### src/rtl/spq_pkg.sv
package spq_pkg;

   localparam int DEPTH_DEFAULT     = 64;
   localparam int PRIO_BITS_DEFAULT = 8;
   localparam int DATA_W            = 32;
   localparam int CSR_W             = 7;
   localparam int STATUS_W          = 2;

   localparam logic [CSR_W-1:0] CAPACITY_RESET = CSR_W'(64);

   localparam logic CMD_INSERT = 1'b0;
   localparam logic CMD_REMOVE = 1'b1;

   localparam logic [STATUS_W-1:0] ST_INSERTED = 2'd0;
   localparam logic [STATUS_W-1:0] ST_REMOVED  = 2'd1;
   localparam logic [STATUS_W-1:0] ST_FULL     = 2'd2;
   localparam logic [STATUS_W-1:0] ST_EMPTY    = 2'd3;

   typedef struct packed {
      logic ins;
      logic rem;
   } cell_ctrl_type;

endpackage

### src/rtl/spq_cell.sv
module spq_cell
   import spq_pkg::*;
#(
   parameter int PRIO_BITS = PRIO_BITS_DEFAULT
) (
   input  logic                        clock,
   input  cell_ctrl_type               ctrl,
   input  logic                        occupied,
   input  logic signed [DATA_W-1:0]    new_data,
   input  logic        [PRIO_BITS-1:0] new_prio,
   input  logic                        left_keep,
   input  logic signed [DATA_W-1:0]    left_data,
   input  logic        [PRIO_BITS-1:0] left_prio,
   input  logic signed [DATA_W-1:0]    right_data,
   input  logic        [PRIO_BITS-1:0] right_prio,
   output logic signed [DATA_W-1:0]    data,
   output logic        [PRIO_BITS-1:0] prio,
   output logic                        keep
);

   logic signed [DATA_W-1:0]    data_ff, data_in;
   logic        [PRIO_BITS-1:0] prio_ff, prio_in;
   logic                        outranks;

   assign outranks = (prio_ff > new_prio) ||
                     ((prio_ff == new_prio) && (data_ff < new_data));
   assign keep     = occupied && outranks;

   always_comb begin
      data_in = data_ff;
      prio_in = prio_ff;
      if (ctrl.ins && !keep) begin
         if (left_keep) begin
            data_in = new_data;
            prio_in = new_prio;
         end else begin
            data_in = left_data;
            prio_in = left_prio;
         end
      end else if (ctrl.rem) begin
         data_in = right_data;
         prio_in = right_prio;
      end
   end

   always_ff @(posedge clock) begin
      data_ff <= data_in;
      prio_ff <= prio_in;
   end

   assign data = data_ff;
   assign prio = prio_ff;

endmodule

### config.mk
export PLATFORM = sky130hd
export DESIGN_NAME = spq_cell
export DESIGN_NICKNAME = d
export VERILOG_FILES = /design/src/rtl/spq_pkg.sv /design/src/rtl/spq_cell.sv
export SDC_FILE = /design/constraint.sdc
export NUM_CORES = 1
export LEC_CHECK = 0
export ABC_CLOCK_PERIOD_IN_PS = 3550
export BUFFER_PORTS_ARGS = -buffer_cell sky130_fd_sc_hd__buf_2
export CAP_MARGIN = 20
export CORE_ASPECT_RATIO = 0.7
export CORE_MARGIN = 1
export CORE_UTILIZATION = 35
export CTS_BUF_LIST = sky130_fd_sc_hd__clkbuf_4 sky130_fd_sc_hd__clkbuf_8
export DETAILED_ROUTE_END_ITERATION = 6
export PLACE_DENSITY = 0.74
export SYNTH_ARGS = -nofsm -noshare
export SYNTH_HDL_FRONTEND = slang
export SYNTH_SLANG_ARGS = --single-unit
### constraint.sdc
create_clock -name clock -period 3.55 [get_ports clock]
set_input_delay 0.71 -clock clock [delete_from_list [all_inputs] [get_ports clock]]
set_output_delay 0.71 -clock clock [all_outputs]
set_load 0.02 [all_outputs]
Word level (Yosys, flattened, before mapping). Cells that the tools add are included.

Logic and storage cells: 17. Bits of input ports: 125. Register bits after elaboration: 40.

Mux-type cells: 6. $lt $le $gt $ge: 2. Reductions and logical operators: 6. Eq/ne operators: 1.

Operators by type and width (number): $mux W32 (3); $lt A32 B32 Y1 (1); $mux W8 (3); $eq A8 B8 Y1 (1); $gt A8 B8 Y1 (1); $logic_and A1 B1 Y1 (3); $reduce_bool A2 Y1 (1); $logic_not A1 Y1 (1); $logic_or A1 B1 Y1 (1).

Logic depth before layout (Yosys ltp).
Word-level depth: 7. Depth in mapped cells: 10. Gate-level depth less buffers: 9.

Worst setup path before layout. No wires, ideal clock.

Path type: input to register. Start: in new_data[31]. End: reg data_ff[0] (netlist: data[0]) (enable). Setup slack: -0.237 ns. Cell stages on the path: 10. Data arrival time: 3.383 ns. Setup time: 0.404 ns. Required time: 3.146 ns. Buffers on the path: 1. Cells stage by stage: inv_1 ha_1 nand4_1 or4_1 nor2_1 o2bb2ai_1 o2111a_2 a211oi_4 buf_6 nand2b_1.

Longest elaborated chain between the ends: 7.

RTL lines: start: declaration (RTL line spq_cell.sv:9) `input logic signed [DATA_W-1:0] new_data,`; $lt A32 B32 Y1 (RTL line spq_cell.sv:26) `((prio_ff == new_prio) && (data_ff < new_data));`; $logic_and A1 B1 Y1 (RTL line spq_cell.sv:26); $logic_or A1 B1 Y1 (RTL line spq_cell.sv:25) `assign outranks = (prio_ff > new_prio) ||`; $logic_and A1 B1 Y1 (RTL line spq_cell.sv:27) `assign keep = occupied && outranks;`; $logic_not A1 Y1 (RTL line spq_cell.sv:32) `if (ctrl.ins && !keep) begin`; $logic_and A1 B1 Y1 (RTL line spq_cell.sv:32); $reduce_bool A2 Y1 (no source line); end signal: assignment (RTL line spq_cell.sv:47) `data_ff <= data_in;`; end: declaration (RTL line spq_cell.sv:21) `logic signed [DATA_W-1:0] data_ff, data_in;`.

Every way passes these cells. A chain may end at the register's enable or synchronous reset.

Worst setup path in the final report.
Start: in new_data[31]. End: out keep.

Longest elaborated chain between the ends: 4.

RTL lines: $lt A32 B32 Y1 (RTL line spq_cell.sv:26); $logic_and A1 B1 Y1 (RTL line spq_cell.sv:26); $logic_or A1 B1 Y1 (RTL line spq_cell.sv:25); $logic_and A1 B1 Y1 (RTL line spq_cell.sv:27); end: declaration (RTL line spq_cell.sv:18) `output logic keep`.

Every way passes these cells.

==> impl_metrics.py <==
metrics = {
    "cts": {
        "clkSinkCount": 40,
        "numCtsBuffers": 5,
        "htreeDepth": 2,
        "hold_buffers": 0,
        "cts_tree": "built",
        "worstSkewPairLatency_ns": 0.30,
        "path_clk_slew_ns": 0.08,
        "cts-root-buf": "clkbuf_8",
        "clockBufferDepth": 2,
    },
    "run": {
        "drv_cap": 0,
    },
    "worst_setup_path": {
        "critPathArrivalTime_ns": 2.66,
        "crit_type": "primary input to primary output",
        "worstRegToRegCells": 9,
        "reg2reg_slack_ns": 0.57,
        "critPathRequiredTime_ns": 2.84,
        "start_kind": "primary input",
        "path_max_fanout": 2,
        "timing.rr.end": "data[31]",
        "worst_setup_path_end_kind": "primary output",
        "rr_startpoint": "data[19]",
    },
    "timing": {
        "min_period_ns": 3.37,
        "slew_headroom_pct": 34.9,
        "max_freq_mhz": 297,
        "post-route-period-util_pct": 94.9,
        "setup_ws_ns": 0.182,
        "worstMarginPinSlew_ns": 0.976,
        "setup_viol": 0,
        "timing_hold_violations_final": 0,
        "fin_setup_tns_ns": 0,
        "rsz0062_at_grt": "no",
        "fin_worst_skew_ns": 0.00952,
        "slew_violations": 0,
    },
    "place": {
        "gp_congestion": 0.774,
        "hpwl_mm": 6.93,
        "pre_cts_ws_ns": 0.0955,
        "port_buffers": 165,
        "place_area_mm2": 0.00436,
        "place_inst": 563,
    },
    "routing": {
        "drtAntennaViolNets": 0,
        "dr.pass1.iters": 4,
        "drt_iter0_markers": 78,
        "vias": 2710,
        "wl_per_cell_um": 14.8,
        "viasPerCell": 4.74,
        "drt_wl_total_mm": 8.45,
        "drc": 0,
    },
    "global_route": {
        "antenna_found_initial": 0,
        "grt_pass1_wl_mm": 13.6,
        "use_met3_pct": 4.85,
        "grt_usage_pct": 17.5,
        "busiest_layer": "met2",
        "gr-usage-met2_pct": 31.1,
        "overflow": 0,
        "grt_pass1_vias": 2874,
        "grt_max_degree": 41,
        "met1_usage_pct": 21.0,
    },
    "synth": {
        "synth_area_mm2": 0.00336,
        "yosysSeqAreaShare_pct": 35.8,
        "syn-num-nets": 439,
        "yosysUniqueCellTypes": 31,
        "yosys_warnings": 0,
        "syn-mean-instance-area_um2": 12.2,
        "synth_seq_cells": 40,
        "netlist_instances": 275,
    },
    "floorplanning": {
        "chipHeight_um": 83.9,
        "die_w_um": 119,
        "ios": 166,
        "coreArea_mm2": 0.00918,
        "start_util_pct": 36.6,
        "num_rows": 29,
        "die-area_mm2": 0.00999,
    },
    "cells_and_area": {
        "n_antenna_cell": 0,
        "final_nets": 611,
        "fillers": 853,
        "drive_above_1_share_pct": 58.7,
        "fin_area_mm2": 0.00445,
        "syn_to_final_growth_pct": 32.7,
        "finalNonFillerCells": 572,
        "utilization_pct": 48.5,
    },
    "worst_hold_path": {
        "min_path_type": "primary input to flop",
        "min_to": "data[4]",
        "min_delay_path_depth": 2,
        "min_from": "right_data[4]",
    },
    "pwr": {
        "leakagePower_nw": 2.28,
        "power.density_mw_per_mm2": 345,
        "irDropWorstVdd_v": 0.000134,
    },
    "status": {
        "outcome": "finished, final reports clean",
    },
}
## placed cells by master, fill, tap and decap left out
| cell | netlist | layout |
|---|---|---|
| buf_2 | 0 | 164 |
| mux2_2 | 41 | 41 |
| inv_1 | 40 | 40 |
| edfxtp_1 | 40 | 40 |
| mux2_4 | 39 | 39 |
| ha_1 | 39 | 39 |
| a21oi_1 | 15 | 15 |
| nand2_1 | 9 | 9 |
| nor2_1 | 8 | 8 |
| nand4_1 | 7 | 7 |
| buf_4 | 0 | 7 |
| clkbuf_8 | 0 | 5 |
| o21ai_0 | 4 | 4 |
| a21o_1 | 3 | 3 |
| a211oi_1 | 2 | 2 |
| and4_1 | 2 | 2 |
| nand2b_1 | 3 | 2 |
| clkbuf_4 | 0 | 2 |
| buf_12 | 0 | 2 |
| nand3_1 | 1 | 1 |
| nor3_1 | 1 | 1 |
| a22oi_1 | 1 | 1 |
| o211ai_1 | 1 | 1 |
| or4_1 | 1 | 1 |
| o21a_1 | 1 | 1 |
| a2111oi_1 | 1 | 1 |
| a2bb2oi_1 | 1 | 1 |
| o311ai_1 | 1 | 1 |
| o2bb2ai_1 | 1 | 1 |
| xor2_1 | 1 | 1 |
| o31ai_1 | 1 | 1 |
| nand3b_1 | 1 | 1 |
| o2111a_2 | 1 | 1 |
| a211oi_4 | 1 | 1 |
| nand2b_2 | 0 | 1 |
| clkinv_1 | 0 | 1 |
## how the worst max path moves through the flow
stage | startpoint | end | slack (ns) | depth (start not counted)
2_1_floorplan | new_data[31] | data[0] | 0.21 | 10
3_3_place_gp | new_data[27] | keep | 0.18 | 11
3_5_place_dp | new_data[19] | data[31] | 0.1 | 11
4_1_cts | new_data[27] | keep | 0.12 | 11
5_1_grt | new_data[27] | keep | 0.02 | 11
6_report | new_data[31] | keep | 0.18 | 11
## state kept, by name (all words and copies together) (netlist names)
register	flops
data	32
prio	8
## critical path, stage by stage
cell	delay (ns)
buf_2	0.09
inv_1	0.04
ha_1	0.32
nand4_1	0.14
or4_1	0.56
nor2_1	0.12
o2bb2ai_1	0.15
nor2_1	0.07
xor2_1	0.15
a21oi_1	0.15
buf_4	0.16
## metal layers
| metal | share of wire (%) | vias up |
|---|---|---|
| li1 | - | 1357 |
| met1 | 45 | 1246 |
| met2 | 49 | 99 |
| met3 | 6.0 | 8 |
| met4 | 0.72 | 0 |
| met5 | 0 | - |
## cells in the mapped netlist
cell type | count | area, µm²
a21oi_1 | 15 | 75.1
a21o_1 | 3 | 22.5
o21ai_0 | 4 | 20.0
nand3b_1 | 1 | 7.51
o311ai_1 | 1 | 8.76
clkbuf_1 | 4 | 15.0
a2111oi_1 | 1 | 10.0
o2bb2ai_1 | 1 | 8.76
edfxtp_1 | 40 | 1200
and4_1 | 2 | 17.5
nor2_1 | 8 | 30.0
inv_1 | 40 | 150
o31ai_1 | 1 | 7.51
o211ai_1 | 1 | 7.51
or4_1 | 1 | 7.51
mux2_2 | 41 | 462
a22oi_1 | 1 | 7.51
nand2_1 | 9 | 33.8
nand3_1 | 1 | 5.00
a2bb2oi_1 | 1 | 8.76
nand4_1 | 7 | 43.8
buf_6 | 4 | 45.0
ha_1 | 39 | 488
mux2_4 | 39 | 586
nor3_1 | 1 | 5.00
a211oi_4 | 1 | 20.0
a211oi_1 | 2 | 15.0
nand2b_1 | 3 | 18.8
o21a_1 | 1 | 7.51
o2111a_2 | 1 | 12.5
xor2_1 | 1 | 8.76
## per-stage QoR
step                total power, mW  hold slack [ns]
floorplan                      1.02            0.927
global placement               1.22             1.01
detailed placement             1.24             1.01
CTS                            1.56            0.693
global route                   1.64            0.689
finish                         1.54            0.701
## report_power, final
part	internal (mW)	switching, mW
clock	0.152	0.163
sequential	0.597	0.0326
combinational	0.298	0.296
total	1.05	0.492
## cell families (layout without fill, tap and decap cells)
| family | after synthesis | in the layout | synth area share, % |
|---|---|---|---|
| muxes | 80 | 80 | 31.2 |
| DFF | 40 | 40 | 35.8 |
| buffers and inverters | 48 | 221 | 6.26 |
| AOI/OAI and AO/OA | 34 | 34 | 6.90 |
| and+or+nand+nor | 33 | 33 | 5.03 |
| adders and majority gates | 39 | 39 | 14.5 |
| xor gates and xnor gates | 1 | 1 | 0.261 |
## area by class of cell
class / instances / area, µm² / share of cell area [%]
Multi-Input combinational cell: 187 / 1950 / 43.7
Sequential cell: 40 / 1200 / 27.0
Tap cell: 124 / 155 / 3.48
Clock buffer: 7 / 83.8 / 1.88
Clock inverter: 1 / 3.75 / 0.0843
Timing Repair Buffer: 173 / 913 / 20.5
Inverter: 40 / 150 / 3.37
## what timing repair did
action	in CTS	in global routing
setup endpoints to repair	0	1
resized for setup	0	1
setup buffers	0	1
No activity file was read; power rests on OpenSTA's default activity.
